[config.mk]
export PLATFORM = sky130hd
export DESIGN_NAME = hsv2rgb_fifo
export DESIGN_NICKNAME = d
export VERILOG_FILES = /design/src/design/hsv2rgb_fifo.sv
export SDC_FILE = /design/constraint.sdc
export NUM_CORES = 1
export LEC_CHECK = 0
export ABC_AREA = 1
export BUFFER_PORTS_ARGS = -buffer_cell sky130_fd_sc_hd__buf_2
export CORE_MARGIN = 1.5
export CORE_UTILIZATION = 35
export DETAILED_ROUTE_END_ITERATION = 16
export PLACE_DENSITY = 0.58
export SLEW_MARGIN = 20
export SYNTH_ARGS = -nofsm -noshare
export SYNTH_HDL_FRONTEND = slang
export SYNTH_SLANG_ARGS = --single-unit
[constraint.sdc]
create_clock -name i_clk -period 4.2 [get_ports i_clk]
set_clock_uncertainty 0.1 [all_clocks]
set_input_delay 0.84 -clock i_clk [delete_from_list [all_inputs] [get_ports i_clk]]
set_output_delay 0.84 -clock i_clk [all_outputs]
set_load 0.005 [all_outputs]
[src/design/hsv2rgb_fifo.sv]
// Small register queue with item count.
module hsv2rgb_fifo #(
    parameter int WIDTH = 8,
    parameter int DEPTH = 4
) (
    input  logic                       i_clk,
    input  logic                       i_rst_n,
    input  logic                       i_push,
    input  logic [WIDTH-1:0]           i_data,
    input  logic                       i_pop,
    output logic [WIDTH-1:0]           o_data,
    output logic [$clog2(DEPTH+1)-1:0] o_count
);
    localparam int AW = (DEPTH > 1) ? $clog2(DEPTH) : 1;
    localparam int CW = $clog2(DEPTH + 1);

    logic [WIDTH-1:0] r_mem [DEPTH];
    logic [AW-1:0]    r_wr;
    logic [AW-1:0]    r_rd;
    logic [CW-1:0]    r_count;

    always_ff @(posedge i_clk) begin
        if (i_push) begin
            r_mem[r_wr] <= i_data;
        end
    end

    always_ff @(posedge i_clk) begin
        if (!i_rst_n) begin
            r_wr    <= '0;
            r_rd    <= '0;
            r_count <= '0;
        end else begin
            if (i_push) begin
                r_wr <= (r_wr == AW'(DEPTH - 1)) ? '0 : r_wr + 1'b1;
            end
            if (i_pop) begin
                r_rd <= (r_rd == AW'(DEPTH - 1)) ? '0 : r_rd + 1'b1;
            end
            case ({i_push, i_pop})
                2'b10:   r_count <= r_count + 1'b1;
                2'b01:   r_count <= r_count - 1'b1;
                default: r_count <= r_count;
            endcase
        end
    end

    assign o_data  = r_mem[r_rd];
    assign o_count = r_count;
endmodule

==> results.yml <==
final_layout:
  insertedDiodeCount: 0
  fill_count: 405
  final_cell_count_no_fill: 213
  finalInstanceArea_um2: 1890
  finish.net_count: 179
  final_layout_size_suffix_gt1_share_pct: 20.5
  areaGrowthSynthToFinish_pct: 14.8
floorplan:
  chipHeight_um: 71.5
  die_x_um: 71.5
  number_of_ports_placed_on_the_die_boundary: 23
  floorplan.initialDensity_pct: 37.0
  placementRows: 24
  core_region_area_um2: 4440
  die_footprint_um2: 5110
sta:
  finalCritPeriodShare_pct: 61.9
  final-setup-viol-count: 0
  worst_hold_slack_ns: 0.405
  final_max_slew_viol_count: 0
  max_clock_freq_mhz: 385
  fin_setup_tns_ns: 0
  timing.slew.headroom_pct: 64.2
  timing_worst_slew_pin_value_ns: 0.537
  finalHoldViolCount: 0
  unrepaired_setup_endpoints_after_global_routing: "no"
  period_needed_ns: 2.60
pwr:
  p_total_mw: 0.825
  leakage_nw: 0.754
  vdd_drop_max_mv: 0.228
  power_density_nw_per_um2: 437
detailed_routing:
  route.vias.total: 1038
  drtPass1Iterations: 6
  top_layer: "met4"
  antenna_violating_nets_post_route: 0
  route.detailed.wl_per_inst_um: 13.3
  wl_met3_um: 195
  route.layer.met1.wl_um: 1280
  route.detailed.drc: 0
  detail_route.iter0.violations: 128
  wl_met2_um: 1320
  post_drt_via_cell_ratio: 4.87
  totalWireLength_um: 2830
placement:
  place.gp.congestion: 0.735
  placed_cell_area_um2: 1800
  place.detailed.instances: 205
  dp.final_hpwl_um: 2000
  buffer_ports.inserted: 22
global_route:
  globalRoute.totalOverflow: 0
  antenna_found_initial: 0
  global_route.usage.total_pct: 12.6
  grt_first_pass_wirelength_um: 4860
  grt_start_max_net_pins: 18
  first_global_vias: 1035
cts:
  cts.sink_count: 41
  cts_resized: 0
  cts_hold_repair.buffers: 0
  cts_setup_buffers: 0
  post_cts_clock_slew_at_the_launch_and_capture_registers_of_the_worst_setup_and_hold_paths_ns: 0.08
  cts_tree: "built"
  clk-insertion-delay-late_ns: 0.29
  cell_at_the_root_of_the_clock_tree: "clkbuf_8"
  clock_tree.htree_level_count: 2
  cts-root-to-sink-buffers: 2
  cts_inserted_buffers: 5
logic_synthesis:
  synth_seq_area_share_pct: 69.5
  syn-num-nets: 152
  total_standard_cell_area_after_synthesis_um2: 1640
  dominantRegCellSynth: "edfxtp_1"
  synth-seq-cells: 41
  synthesis.area_per_instance_um2: 12.4
  synth_cells: 133
  synth-async-reset-ratio_pct: 0
  yosysWarnings: 0
  synth_enable_flop_cells: 32
  distinct_cell_type_count_after_synthesis: 19
run:
  maxCapViolCount: 0
worst_setup_path:
  critPathKind: "register to output port"
  critical_path_start_type: "register"
  cp_max_fo: 17
  crit_required_ns: 3.26
  worst-endpoint-arrival_ns: 1.66
  worst_setup_path_end_kind: "output port"
outcome:
  outcome: "finished, final reports clean"
hold_path:
  hp-class: "register to register"
-- through the flow --
stage / setup WS [ns] / utilization [%]
2_1_floorplan: 2.20 / -
3_3_place_gp: 1.98 / 40.4
3_5_place_dp: 1.89 / 40.4
4_1_cts: 1.57 / 42.4
5_1_grt: 1.43 / 42.4
6_report: 1.60 / 42.4
-- layout make-up --
class | count | area [um^2] | share of cell area, %
clock buffers | 8 | 90.1 | 4.78
inverters | 14 | 52.6 | 2.79
well taps | 52 | 65.1 | 3.45
multi-input cells | 76 | 427 | 22.6
repair buffers | 22 | 110 | 5.84
flip-flops and latches | 41 | 1140 | 60.5
-- power by group --
part | leakage [nW] | switching (mW) | internal, mW
logic | 0.340 | 0.0521 | 0.0369
clock network | 0.0455 | 0.124 | 0.134
registers | 0.369 | 0.0154 | 0.462
total | 0.754 | 0.192 | 0.633
-- cell usage after synthesis, types with 2 or more instances --
cell type,n,share of area [%]
o21ai_2,2,1.1
nand2_1,10,2.3
ha_1,6,4.6
a21oi_1,2,0.61
o22ai_1,8,3.0
dfxtp_1,9,11
buf_6,2,1.4
o21ai_0,15,4.6
nor2_2,2,0.76
o21ai_1,2,0.61
edfxtp_1,32,58
nor2_1,24,5.5
inv_1,13,3.0
-- placed cells by master, fill, tap and decap left out, types with 6 or more instances in the layout --
cell	count
ha_1	6
edfxtp_1	32
nor2_1	24
clkbuf_8	6
dfxtp_1	9
inv_1	13
buf_2	22
nand2_1	10
o22ai_1	8
o21ai_0	15
-- registers in the layout, summed over array words and instances (netlist names), named ones only --
register,count
o_count,3
r_mem,32
r_rd,2
r_wr,2
-- logic make-up after synthesis --
| logic type | Yosys count | synth area share [%] |
|---|---|---|
| AND/OR/NAND/NOR | 38 | 9.22 |
| buffers and inverters | 16 | 4.57 |
| XOR/XNOR | 2 | 1.07 |
| flip-flops | 41 | 69.5 |
| adder cells (fa/ha/maj) | 7 | 5.79 |
| AO/OA/AOI/OAI | 29 | 9.90 |
-- per-layer routing --
layer | global-route usage (%) | vias to the layer above
met4 | 3.77 | 0
met2 | 20.2 | 26
met5 | 0 | -
met3 | 5.06 | 6
li1 | - | 514
met1 | 15.9 | 492
-- final timing paths --
kind	from	end	slack, ns	cells past startpoint
worst max-delay path	register	o_data[0]	1.60	4
worst min register to register	r_rd[0]$_SDFFE_PN0P_	register	0.41	2
worst min-delay path	r_rd[0]$_SDFFE_PN0P_	register	0.41	2
worst max register to register	r_wr[0]$_SDFFE_PN0P_	r_mem[3][2]$_DFFE_PP_	2.81	3
-- worst max-delay path: stages (launching register included) --
cell and delay (ns):
dfxtp_1 0.66, inv_2 0.26, o21ai_0 0.21, o22ai_1 0.10
buf_2 0.14
Power figures use the tool's default switching activity.
