<file path="config.mk">
export PLATFORM = sky130hd
export DESIGN_NAME = hsv2rgb_back
export DESIGN_NICKNAME = d
export VERILOG_FILES = /design/src/design/hsv2rgb_pkg.sv /design/src/design/hsv2rgb_back.sv
export SDC_FILE = /design/constraint.sdc
export NUM_CORES = 2
export LEC_CHECK = 0
export ABC_CLOCK_PERIOD_IN_PS = 23000
export BUFFER_PORTS_ARGS = -buffer_cell sky130_fd_sc_hd__clkbuf_2
export CAP_MARGIN = 20
export CORE_UTILIZATION = 65
export DETAILED_ROUTE_END_ITERATION = 6
export PLACE_DENSITY = 0.79
export SLEW_MARGIN = 20
export SYNTH_ARGS = -nofsm -noshare
export SYNTH_HDL_FRONTEND = slang
export SYNTH_SLANG_ARGS = --single-unit
</file>
<file path="constraint.sdc">
create_clock -name i_clk -period 23 [get_ports i_clk]
set_clock_uncertainty 0.1 [all_clocks]
set_input_delay 3.45 -clock i_clk [delete_from_list [all_inputs] [get_ports i_clk]]
set_output_delay 3.45 -clock i_clk [all_outputs]
set_load 0.005 [all_outputs]
</file>
<file path="src/design/hsv2rgb_pkg.sv">
// Shared types and constants for the HSV to RGB pixel converter.
package hsv2rgb_pkg;

    localparam int HUE_W  = 16;
    localparam int REG_W  = 13;
    localparam int CH_W   = 8;
    localparam int REM_W  = 13;
    localparam int K_W    = 25;
    localparam int W_W    = 20;
    localparam int PROD_W = 45;
    localparam int ADDR_W = 2;

    localparam logic [REG_W-1:0]  Q_ONE      = 13'd4096;
    localparam logic [REG_W-1:0]  SAT_RESET  = 13'd3277;
    localparam logic [REG_W-1:0]  VAL_RESET  = 13'd3277;
    localparam logic [HUE_W-1:0]  HUE_FULL   = 16'd46080;
    localparam logic [HUE_W-1:0]  HUE_SECTOR = 16'd7680;
    localparam logic [REM_W-1:0]  SECTOR_W   = 13'd7680;
    localparam logic [K_W-1:0]    K_FULL     = 25'd31457280;
    // floor(y / 15) = (y * 4370) >> 16 for y < 4096
    localparam logic [12:0]       RECIP15    = 13'd4370;

    localparam logic [ADDR_W-1:0] REG_SATURATION = 2'd0;
    localparam logic [ADDR_W-1:0] REG_BRIGHTNESS = 2'd1;

    typedef enum logic [2:0] {
        SEC_0 = 3'd0,
        SEC_1 = 3'd1,
        SEC_2 = 3'd2,
        SEC_3 = 3'd3,
        SEC_4 = 3'd4,
        SEC_5 = 3'd5
    } t_sector;

    typedef struct packed {
        logic [K_W-1:0] k_r;
        logic [K_W-1:0] k_g;
        logic [K_W-1:0] k_b;
    } t_kset;

    typedef struct packed {
        logic [CH_W-1:0] red;
        logic [CH_W-1:0] green;
        logic [CH_W-1:0] blue;
    } t_rgb;

    function automatic logic [HUE_W-1:0] sector_base(input t_sector sec);
        logic [HUE_W-1:0] base;
        case (sec)
            SEC_0:   base = 16'd0;
            SEC_1:   base = 16'd7680;
            SEC_2:   base = 16'd15360;
            SEC_3:   base = 16'd23040;
            SEC_4:   base = 16'd30720;
            SEC_5:   base = 16'd38400;
            default: base = 16'd0;
        endcase
        return base;
    endfunction

endpackage

</file>
<file path="src/design/hsv2rgb_back.sv">
// Back end: channel = floor(255*v*K / (4096*4096*7680)) per lane.
module hsv2rgb_back (
    input  logic                          i_clk,
    input  logic                          i_rst_n,
    input  logic                          i_valid,
    input  hsv2rgb_pkg::t_kset            i_kset,
    input  logic [hsv2rgb_pkg::W_W-1:0]   i_w,
    output logic                          o_valid,
    output hsv2rgb_pkg::t_rgb             o_rgb,
    output logic                          o_inflight
);
    logic                             r_valid;
    logic [hsv2rgb_pkg::PROD_W-1:0]   r_m_r;
    logic [hsv2rgb_pkg::PROD_W-1:0]   r_m_g;
    logic [hsv2rgb_pkg::PROD_W-1:0]   r_m_b;
    logic [24:0]                      d_r;
    logic [24:0]                      d_g;
    logic [24:0]                      d_b;

    always_ff @(posedge i_clk) begin
        r_m_r <= i_w * i_kset.k_r;
        r_m_g <= i_w * i_kset.k_g;
        r_m_b <= i_w * i_kset.k_b;
    end

    always_ff @(posedge i_clk) begin
        if (!i_rst_n) begin
            r_valid <= 1'b0;
        end else begin
            r_valid <= i_valid;
        end
    end

    // divide by 2^33, then by 15 through the reciprocal
    always_comb begin
        d_r = r_m_r[44:33] * hsv2rgb_pkg::RECIP15;
        d_g = r_m_g[44:33] * hsv2rgb_pkg::RECIP15;
        d_b = r_m_b[44:33] * hsv2rgb_pkg::RECIP15;
        o_rgb.red   = d_r[23:16];
        o_rgb.green = d_g[23:16];
        o_rgb.blue  = d_b[23:16];
    end

    assign o_valid    = r_valid;
    assign o_inflight = r_valid;
endmodule

</file>
==> out/metrics.yaml <==
setup_path:
  path_cells: "clkbuf_2 -> buf_4 -> nand2_1 -> fa_1 -> inv_1 -> fa_1 -> inv_1 -> fa_1 -> inv_1 -> fa_1 -> fa_1 -> fa_1 -> inv_1 -> fa_1 -> inv_1 -> ha_1 -> and4_1 -> nand3_1 -> nor3_1 -> o2111ai_1 -> a31oi_1 -> o211ai_1 -> and3_1 -> a211o_1"
  path_max_fanout: 54
  max_stage_delay_ns: 0.71
  critPathLaunchType: "input port"
  required_ns: 23.12
  cp_common_cell: "fa_1"
  path_class: "input port to register"
  crit_arrival_ns: 11.04
  slowest_stage: "buf_4"
  end_kind: "register"
cells_and_area:
  n_fill_cell: 6183
  fin_nets: 7546
  layout-drive-gt1-share_pct: 3.09
  seq_area_um2: 741
  multi_input_area_um2: 43900
  layout_common_cells: "1419 x inv_1, 1248 x fa_1, 863 x nand2_1, 675 x and2_1, 639 x ha_1"
  antenna_cells: 0
  mostFrequentLayoutCell: "inv_1"
  areaGrowthSynthToFinish_pct: 1.81
floorplan:
  die_x_um: 283
  io_pins: 124
  std_cell_rows: 102
  die_area_um2: 80000
  coreArea_um2: 77700
  fp.dieH_um: 283
  start_util_pct: 66.0
clock_tree:
  cts_root_buffer: "clkbuf_16"
  ctsResizeCount: 0
  htreeDepth: 2
  cts_tree: "built"
  hold_buffers: 0
  post_cts_buffers: 0
  clkSinkCount: 37
  clk_pin_slew_ns: 0.09
  cts_buffers: 5
  cts.path.max_buffers: 2
timing:
  worstMarginPinSlew_ns: 1.15
  drv_slew: 0
  relSlewSlack_pct: 23.6
  rsz0062_at_grt: "no"
  fin_crit_sh_pct: 47.5
  whs_ns: 3.19
  fmax_mhz: 91.6
  hold_viol_final: 0
  fin_setup_tns_ns: 0
  setup_viol: 0
  period_minus_slack_ns: 10.91
logic_synthesis:
  synth-edff-count: 0
  syn-cell-area_um2: 51300
  dominantRegCellSynth: "dfxtp_1"
  synth_cells: 5739
  yosysSeqAreaShare_pct: 1.44
  synth_nets: 7724
  yosys_warnings: 0
  ys_ff_latch: 37
  synth_cell_type_count: 70
  async_flop_share_pct: 0
  avgSynthCellArea_um2: 8.94
place:
  portBuffers: 123
  dpl.hpwl_um: 90700
  place.gp.congestion: 0.891
route:
  vias_per_cell: 5.64
  num_vias: 37200
  drc: 0
  drt_iter0_markers: 2618
  dr.pass1.iters: 5
  ant_nets: 0
  routed_wl_um: 123000
  avgRoutedWirePerCell_um: 18.6
min_path:
  hold_path_class: "input port to register"
outcome:
  status: "completed"
grt:
  track_usage_pct: 32.9
  grt_pass1_vias: 40900
  overflow: 0
  grt_pass1_wl_um: 205000
  grt_antenna_before_repair: 1
  grt_max_degree: 76
run:
  drv_cap: 0
synthesized netlist by cell type, types with 5 or more instances:
library cell     n  area, µm²
a21o_1          38        285
nor2_1          47        176
o211ai_1        13       97.6
dfxtp_1         37        741
nand2_1        863       3240
buf_4           25        188
nand4_1         23        144
fa_1          1248      25000
nor4_1           6       37.5
ha_1           639       8000
a211o_1          5       43.8
nor2b_1          6       37.5
o21ai_0         48        240
xor2_1          15        131
and2_1         675       4220
o21bai_1        11       82.6
o21a_1          17        128
nor3_1          29        145
xnor2_1         45        394
nand3_1         20        100
and4_1           6       52.6
a31oi_1          9       56.3
nand2b_1         7       43.8
a211oi_1        16        120
a21oi_1         78        390
inv_1         1419       5330
and3_1          21        131
clkbuf_1       307       1150
routing by layer:
| metal | track usage (%) | share of wire [%] | up-vias |
|---|---|---|---|
| met5 | 0 | 0 | - |
| met4 | 11.5 | 4.0 | 0 |
| met3 | 4.57 | 8.2 | 346 |
| met2 | 57.0 | 50 | 1530 |
| met1 | 42.4 | 38 | 19000 |
| li1 | - | - | 16300 |
area by class of cell:
| type | count | area share, % |
|---|---|---|
| clock inverters | 2 | 0.0743 |
| inverters | 1419 | 10.2 |
| flip-flops and latches | 37 | 1.42 |
| repair buffers | 149 | 1.55 |
| multi-input cells | 3949 | 84.0 |
| clock buffers | 6 | 0.247 |
| well taps | 1040 | 2.49 |
worst max-delay path, delay by kind of cell:
family                   cells  cell delay (ns)
adder cells (fa/ha/maj)      8             3.90
AO/OA/AOI/OAI                4             1.17
buffers and inverters        7             1.44
AND/OR/NAND/NOR              5             0.97
registers in the layout, indices dropped and copies added (netlist names):
register and cells:
r_m_r 12, r_m_g 12, r_m_b 12, o_inflight 1
path summary, 6_finish.rpt:
| kind | start | to | slack, ns | depth (start not counted) |
|---|---|---|---|---|
| max | i_w[5] | r_m_b[44] | 12.09 | 24 |
| min | i_valid | o_inflight | 3.19 | 2 |
through the flow:
step | utilization (%) | cell area (µm²) | std cells | setup slack, ns
after floorplan | - | 51300 | 5739 | 13.15
after global placement | 67.0 | 52000 | 6594 | 11.98
after detailed placement | 67.0 | 52000 | 6594 | 11.87
after CTS | 67.2 | 52200 | 6602 | 12.22
after global routing | 67.2 | 52200 | 6602 | 11.75
final | 67.2 | 52200 | 6602 | 12.09
cells by family (layout without fill, tap and decap cells):
family	Yosys count	after routing	share of synthesized area (%)
AOI/OAI and AO/OA	283	283	3.71
xor gates and xnor gates	60	60	1.02
adders and majority gates	1887	1887	64.3
buffers and inverters	1753	1576	13.0
DFF	37	37	1.44
muxes	1	1	0.0195
and+or+nand+nor	1718	1718	16.5
Power is left out: the tool's default activity adds up to more than one toggle a clock period on the data nets, which glitch-free logic cannot reach.
