**src/design/hsv2rgb_pkg.sv**
```systemverilog
// Shared types and constants for the HSV to RGB pixel converter.
package hsv2rgb_pkg;

    localparam int HUE_W  = 16;
    localparam int REG_W  = 13;
    localparam int CH_W   = 8;
    localparam int REM_W  = 13;
    localparam int K_W    = 25;
    localparam int W_W    = 20;
    localparam int PROD_W = 45;
    localparam int ADDR_W = 2;

    localparam logic [REG_W-1:0]  Q_ONE      = 13'd4096;
    localparam logic [REG_W-1:0]  SAT_RESET  = 13'd3277;
    localparam logic [REG_W-1:0]  VAL_RESET  = 13'd3277;
    localparam logic [HUE_W-1:0]  HUE_FULL   = 16'd46080;
    localparam logic [HUE_W-1:0]  HUE_SECTOR = 16'd7680;
    localparam logic [REM_W-1:0]  SECTOR_W   = 13'd7680;
    localparam logic [K_W-1:0]    K_FULL     = 25'd31457280;
    // floor(y / 15) = (y * 4370) >> 16 for y < 4096
    localparam logic [12:0]       RECIP15    = 13'd4370;

    localparam logic [ADDR_W-1:0] REG_SATURATION = 2'd0;
    localparam logic [ADDR_W-1:0] REG_BRIGHTNESS = 2'd1;

    typedef enum logic [2:0] {
        SEC_0 = 3'd0,
        SEC_1 = 3'd1,
        SEC_2 = 3'd2,
        SEC_3 = 3'd3,
        SEC_4 = 3'd4,
        SEC_5 = 3'd5
    } t_sector;

    typedef struct packed {
        logic [K_W-1:0] k_r;
        logic [K_W-1:0] k_g;
        logic [K_W-1:0] k_b;
    } t_kset;

    typedef struct packed {
        logic [CH_W-1:0] red;
        logic [CH_W-1:0] green;
        logic [CH_W-1:0] blue;
    } t_rgb;

    function automatic logic [HUE_W-1:0] sector_base(input t_sector sec);
        logic [HUE_W-1:0] base;
        case (sec)
            SEC_0:   base = 16'd0;
            SEC_1:   base = 16'd7680;
            SEC_2:   base = 16'd15360;
            SEC_3:   base = 16'd23040;
            SEC_4:   base = 16'd30720;
            SEC_5:   base = 16'd38400;
            default: base = 16'd0;
        endcase
        return base;
    endfunction

endpackage

```
**src/design/hsv2rgb_front.sv**
```systemverilog
// Front end: hue wrap, sector split and per-channel K terms.
module hsv2rgb_front (
    input  logic                           i_clk,
    input  logic                           i_rst_n,
    input  logic                           i_valid,
    input  logic [hsv2rgb_pkg::HUE_W-1:0]  i_hue,
    input  logic [hsv2rgb_pkg::REG_W-1:0]  i_sat,
    output logic                           o_valid,
    output hsv2rgb_pkg::t_kset             o_kset,
    output logic [1:0]                     o_inflight
);
    logic [hsv2rgb_pkg::HUE_W-1:0] hh;
    logic [hsv2rgb_pkg::HUE_W-1:0] rem_full;
    hsv2rgb_pkg::t_sector          sec;

    logic                          r_a_valid;
    hsv2rgb_pkg::t_sector          r_a_sec;
    logic [hsv2rgb_pkg::REM_W-1:0] r_a_rem;

    logic [2*hsv2rgb_pkg::REM_W-1:0] p_q;
    logic [2*hsv2rgb_pkg::REM_W-1:0] p_t;
    logic [2*hsv2rgb_pkg::REM_W-1:0] p_p;
    logic [hsv2rgb_pkg::K_W-1:0]     kv;
    logic [hsv2rgb_pkg::K_W-1:0]     kp;
    logic [hsv2rgb_pkg::K_W-1:0]     kq;
    logic [hsv2rgb_pkg::K_W-1:0]     kt;
    hsv2rgb_pkg::t_kset              kset;

    logic                r_b_valid;
    hsv2rgb_pkg::t_kset  r_b_kset;

    always_comb begin
        hh = (i_hue >= hsv2rgb_pkg::HUE_FULL) ? i_hue - hsv2rgb_pkg::HUE_FULL : i_hue;
        if (hh < hsv2rgb_pkg::HUE_SECTOR) begin
            sec = hsv2rgb_pkg::SEC_0;
        end else if (hh < 16'd15360) begin
            sec = hsv2rgb_pkg::SEC_1;
        end else if (hh < 16'd23040) begin
            sec = hsv2rgb_pkg::SEC_2;
        end else if (hh < 16'd30720) begin
            sec = hsv2rgb_pkg::SEC_3;
        end else if (hh < 16'd38400) begin
            sec = hsv2rgb_pkg::SEC_4;
        end else begin
            sec = hsv2rgb_pkg::SEC_5;
        end
        rem_full = hh - hsv2rgb_pkg::sector_base(sec);
    end

    always_ff @(posedge i_clk) begin
        r_a_sec <= sec;
        r_a_rem <= rem_full[hsv2rgb_pkg::REM_W-1:0];
    end

    // K = 4096*7680 - s*x for x in {0, 7680, rem, 7680-rem}
    always_comb begin
        p_q = i_sat * r_a_rem;
        p_t = i_sat * (hsv2rgb_pkg::SECTOR_W - r_a_rem);
        p_p = i_sat * hsv2rgb_pkg::SECTOR_W;
        kv  = hsv2rgb_pkg::K_FULL;
        kp  = hsv2rgb_pkg::K_FULL - p_p[hsv2rgb_pkg::K_W-1:0];
        kq  = hsv2rgb_pkg::K_FULL - p_q[hsv2rgb_pkg::K_W-1:0];
        kt  = hsv2rgb_pkg::K_FULL - p_t[hsv2rgb_pkg::K_W-1:0];
        case (r_a_sec)
            hsv2rgb_pkg::SEC_0: kset = '{k_r: kv, k_g: kt, k_b: kp};
            hsv2rgb_pkg::SEC_1: kset = '{k_r: kq, k_g: kv, k_b: kp};
            hsv2rgb_pkg::SEC_2: kset = '{k_r: kp, k_g: kv, k_b: kt};
            hsv2rgb_pkg::SEC_3: kset = '{k_r: kp, k_g: kq, k_b: kv};
            hsv2rgb_pkg::SEC_4: kset = '{k_r: kt, k_g: kp, k_b: kv};
            default:            kset = '{k_r: kv, k_g: kp, k_b: kq};
        endcase
    end

    always_ff @(posedge i_clk) begin
        r_b_kset <= kset;
    end

    always_ff @(posedge i_clk) begin
        if (!i_rst_n) begin
            r_a_valid <= 1'b0;
            r_b_valid <= 1'b0;
        end else begin
            r_a_valid <= i_valid;
            r_b_valid <= r_a_valid;
        end
    end

    assign o_valid    = r_b_valid;
    assign o_kset     = r_b_kset;
    assign o_inflight = {1'b0, r_a_valid} + {1'b0, r_b_valid};
endmodule

```
**config.mk**
```make
export PLATFORM = sky130hd
export DESIGN_NAME = hsv2rgb_front
export DESIGN_NICKNAME = d
export VERILOG_FILES = /design/src/design/hsv2rgb_pkg.sv /design/src/design/hsv2rgb_front.sv
export SDC_FILE = /design/constraint.sdc
export NUM_CORES = 1
export LEC_CHECK = 0
export BUFFER_PORTS_ARGS = -buffer_cell sky130_fd_sc_hd__buf_4
export CAP_MARGIN = 20
export CELL_PAD_IN_SITES_DETAIL_PLACEMENT = 0
export CELL_PAD_IN_SITES_GLOBAL_PLACEMENT = 1
export CORE_MARGIN = 4
export CORE_UTILIZATION = 35
export DETAILED_ROUTE_END_ITERATION = 16
export GPL_TIMING_DRIVEN = 0
export PLACE_DENSITY_LB_ADDON = 0.2
export SLEW_MARGIN = 20
export SYNTH_ARGS = -nofsm -noshare
export SYNTH_HDL_FRONTEND = slang
export SYNTH_SLANG_ARGS = --single-unit
```
**constraint.sdc**
```tcl
create_clock -name i_clk -period 18.4 [get_ports i_clk]
set_input_delay 3.68 -clock i_clk [delete_from_list [all_inputs] [get_ports i_clk]]
set_output_delay 3.68 -clock i_clk [all_outputs]
set_load 0.05 [all_outputs]
```
==> impl_metrics.prom <==
# TYPE chip_impl_metric gauge
chip_impl_metric{name="yosys.cell_types.count",unit=""} 76
chip_impl_metric{name="synth-edff-count",unit=""} 0
chip_impl_metric{name="chipWidth",unit="microns"} 232
chip_impl_metric{name="grt_max_degree",unit=""} 17
chip_impl_metric{name="ioPinCount",unit=""} 110
chip_impl_info{name="rsz0062_at_grt",value="false"} 1
chip_impl_metric{name="hpwl",unit="mm"} 46.9
chip_impl_metric{name="postPlaceCellArea",unit="sq um"} 19200
chip_impl_metric{name="global_route.usage.met2",unit="%"} 34.3
chip_impl_metric{name="average_cell_area_after_synthesis",unit="sq um"} 8.81
chip_impl_info{name="setup.worst_path.start_class",value="primary input"} 1
chip_impl_metric{name="final_cell_area",unit="sq um"} 19500
chip_impl_metric{name="netlist_area",unit="sq um"} 17600
chip_impl_metric{name="yosysSeqAreaShare",unit="%"} 10.6
chip_impl_metric{name="post_drt_wl_per_cell",unit="microns"} 19.7
chip_impl_metric{name="max_cap_violations",unit=""} 0
chip_impl_metric{name="clock_path_buffers",unit=""} 2
chip_impl_metric{name="finalCriticalPeriod",unit="ns"} 10.49
chip_impl_metric{name="floorplan.core_area",unit="sq um"} 49300
chip_impl_metric{name="synth_largest_type_area_fraction",unit="%"} 31.9
chip_impl_metric{name="number_of_diodes_added_for_antenna_fixing",unit=""} 0
chip_impl_metric{name="groute.layer.met1.usage",unit="%"} 29.6
chip_impl_metric{name="routed_via_density",unit=""} 5.14
chip_impl_info{name="hp-start",value="r_a_valid"} 1
chip_impl_metric{name="drive_gt1_share",unit="%"} 6.71
chip_impl_metric{name="die_h",unit="microns"} 232
chip_impl_info{name="gr-max-usage-layer",value="met2"} 1
chip_impl_metric{name="post-route-period-util",unit="%"} 57.0
chip_impl_metric{name="drt.antenna.violating_nets",unit=""} 0
chip_impl_metric{name="async_reset_ff_share",unit="%"} 0
chip_impl_metric{name="layout-area-overhead-vs-synth",unit="%"} 11.1
chip_impl_metric{name="cts_max_level",unit=""} 3
chip_impl_metric{name="worstPathRequired",unit="ns"} 18.65
chip_impl_metric{name="post-route-drc-count",unit=""} 0
chip_impl_info{name="critical_path.most_common_cell",value="sky130_fd_sc_hd__fa_1"} 1
chip_impl_info{name="crit_path_cell_trace",value="buf_4, clkbuf_1, nand2_1, fa_1, inv_1, fa_1, fa_1, inv_1, fa_1, inv_1, fa_1, inv_1, fa_1, ha_1, and3_1, o2111ai_1, o21ai_1, a211oi_1, a21oi_1, xor2_1, nor3_1, a311oi_2"} 1
chip_impl_info{name="critical_path_class",value="in2reg"} 1
chip_impl_metric{name="numCtsBuffers",unit=""} 9
chip_impl_metric{name="finalClockSkew",unit="ns"} 0.0106
chip_impl_metric{name="std_cell_rows",unit=""} 81
chip_impl_info{name="critical_path.endpoint_type",value="flip-flop"} 1
chip_impl_metric{name="portBuffers",unit=""} 109
chip_impl_metric{name="grt_pass1_wl",unit="mm"} 86.6
chip_impl_info{name="worst_path_dominant_cell_family",value="adder cells"} 1
chip_impl_metric{name="drt_first_pass_iters",unit=""} 5
chip_impl_metric{name="effective_utilization_at_floorplan",unit="%"} 35.7
chip_impl_metric{name="timing_max_transition_violations_final",unit=""} 0
chip_impl_metric{name="cp_data_arrival_time",unit="ns"} 10.74
chip_impl_metric{name="dr_total_vias",unit=""} 14290
chip_impl_metric{name="synthesis.instances",unit=""} 1993
chip_impl_info{name="yosysTopAreaCell",value="sky130_fd_sc_hd__fa_1"} 1
chip_impl_metric{name="totalNegativeSetupSlack",unit="ns"} 0
chip_impl_metric{name="drtIter0Drc",unit=""} 923
chip_impl_metric{name="gr_layer_usage_met3",unit="%"} 3.75
chip_impl_metric{name="grt_usage",unit="%"} 20.9
chip_impl_metric{name="ff2ff_setup_slack",unit="ns"} 9.98
chip_impl_info{name="run_status",value="completed"} 1
chip_impl_info{name="tritoncts",value="done"} 1
chip_impl_info{name="top_post_synthesis_cells_by_area",value="sky130_fd_sc_hd__fa_1 32%, sky130_fd_sc_hd__ha_1 15%, sky130_fd_sc_hd__dfxtp_1 11%, sky130_fd_sc_hd__and2_1 7.7%, sky130_fd_sc_hd__inv_1 7.4%"} 1
chip_impl_metric{name="drt_wl_total",unit="mm"} 54.9
chip_impl_metric{name="critPathMaxStageDelay",unit="ns"} 0.63
chip_impl_metric{name="clkSlewWorstSetupHoldPaths",unit="ns"} 0.06
chip_impl_metric{name="finish.net_count",unit=""} 2633
chip_impl_metric{name="gpl_wtd_cong",unit=""} 0.901
chip_impl_metric{name="post-cts-setup-buffers",unit=""} 0
chip_impl_metric{name="clkSinkCount",unit=""} 93
chip_impl_info{name="postSynth.topFlopCell",value="sky130_fd_sc_hd__dfxtp_1"} 1
chip_impl_metric{name="grt_antenna_before_repair",unit=""} 1
chip_impl_metric{name="clock_insertion_delay_worst_skew",unit="ns"} 0.36
chip_impl_metric{name="cts_resized",unit=""} 0
chip_impl_metric{name="max_freq",unit="GHz"} 0.0953
chip_impl_metric{name="cts_hold_buf",unit=""} 0
chip_impl_metric{name="worst_slew_margin_rel",unit="%"} 26.5
chip_impl_metric{name="final-hold-violation-count",unit=""} 0
chip_impl_info{name="cts.root.buffer_cell",value="sky130_fd_sc_hd__clkbuf_16"} 1
chip_impl_metric{name="grt_overflow",unit=""} 0
chip_impl_metric{name="critical_path.n_buffers_inverters",unit=""} 6
chip_impl_metric{name="max_slew.worst_pin.slew",unit="ns"} 1.10
chip_impl_metric{name="die_area",unit="sq um"} 53800
chip_impl_info{name="crit_slowest_cell",value="sky130_fd_sc_hd__o21ai_1"} 1
chip_impl_metric{name="yosysWarnings",unit=""} 0
chip_impl_info{name="critical_path.startpoint",value="i_sat[9]"} 1
chip_impl_metric{name="register_bit_count_reported_by_yosys",unit=""} 93
chip_impl_metric{name="setup_viol_count_final",unit=""} 0
chip_impl_info{name="crit-reg2reg-launch",value="r_a_rem[1]"} 1
chip_impl_metric{name="syn_nets",unit=""} 2513
chip_impl_info{name="timing.hold.worst.class",value="reg2reg"} 1
chip_impl_metric{name="first_global_vias",unit=""} 14734
chip_impl_metric{name="critical_path.max_fanout",unit=""} 12
## stage by stage
| step | hold slack (ns) | utilization [%] | std cells | setup slack [ns] |
|---|---|---|---|---|
| final | 0.471 | 39.6 | 2781 | 7.91 |
| after global routing | 0.492 | 39.6 | 2781 | 7.62 |
| after CTS | 0.475 | 39.6 | 2781 | 7.85 |
| after detailed placement | 0.458 | 39.0 | 2766 | 7.47 |
| after global placement | 0.450 | 39.0 | 2766 | 7.57 |
| after floorplan | 0.439 | - | 1993 | 9.20 |
## registers in the layout (all words and copies together) (netlist names)
| signal | cells |
|---|---|
| r_a_sec | 3 |
| o_valid | 1 |
| r_a_valid | 1 |
| r_a_rem | 13 |
| o_kset | 75 |
## metal layers
layer	up-vias	wire length, microns
li1	6611	-
met1	7231	24500
met2	408	25700
met3	40	3690
met4	0	964
met5	-	0
## logic make-up (layout without fill, tap and decap cells)
group,count (synthesis),after routing,synth area share (%)
AOI/OAI and AO/OA,295,295,11.6
muxes,1,1,0.0570
adders and majority gates,488,488,46.7
DFF,93,93,10.6
and+or+nand+nor,599,599,17.3
buffers and inverters,430,554,9.23
xor gates and xnor gates,87,87,4.46
## cell usage after synthesis, types with 32 or more instances
cell type	number
sky130_fd_sc_hd__a21oi_1	64
sky130_fd_sc_hd__a22oi_1	32
sky130_fd_sc_hd__and2_1	217
sky130_fd_sc_hd__clkbuf_1	82
sky130_fd_sc_hd__dfxtp_1	93
sky130_fd_sc_hd__fa_1	280
sky130_fd_sc_hd__ha_1	208
sky130_fd_sc_hd__inv_1	344
sky130_fd_sc_hd__nand2_1	175
sky130_fd_sc_hd__nor2_1	104
sky130_fd_sc_hd__o21ai_0	46
sky130_fd_sc_hd__xnor2_1	52
sky130_fd_sc_hd__xor2_1	33
## cell type report
cell class                      instances  area [sq um]
Clock buffer                            9           225
Fill cell                            5066         29700
Clock inverter                          6          72.6
Sequential cell                        93          1860
Multi-Input combinational cell       1470         14100
Tap cell                              664           831
Timing Repair Buffer                  109           818
Buffer                                 86           330
Inverter                              344          1290
## cells in the final DEF, fill, tap and decap left out, types with 11 or more instances in the layout
cell type and n:
sky130_fd_sc_hd__inv_1 344, sky130_fd_sc_hd__fa_1 280, sky130_fd_sc_hd__and2_1 217, sky130_fd_sc_hd__ha_1 208, sky130_fd_sc_hd__nand2_1 175, sky130_fd_sc_hd__buf_4 109
sky130_fd_sc_hd__nor2_1 104, sky130_fd_sc_hd__dfxtp_1 93, sky130_fd_sc_hd__clkbuf_1 82, sky130_fd_sc_hd__a21oi_1 64, sky130_fd_sc_hd__xnor2_1 52, sky130_fd_sc_hd__o21ai_0 46
sky130_fd_sc_hd__xor2_1 33, sky130_fd_sc_hd__a22oi_1 32, sky130_fd_sc_hd__nor3_1 23, sky130_fd_sc_hd__a21o_1 22, sky130_fd_sc_hd__nand3_1 15, sky130_fd_sc_hd__a31oi_1 11
## worst paths after layout
| path | depth (start not counted) | endpoint |
|---|---|---|
| max | 22 | o_kset[48] |
| min | 1 | o_valid |
| min reg2reg | 1 | o_valid |
| max reg2reg | 27 | o_kset[74] |
Power is not shown: default switching activity piles up to over one toggle a cycle in this logic, so the estimate is an artifact.
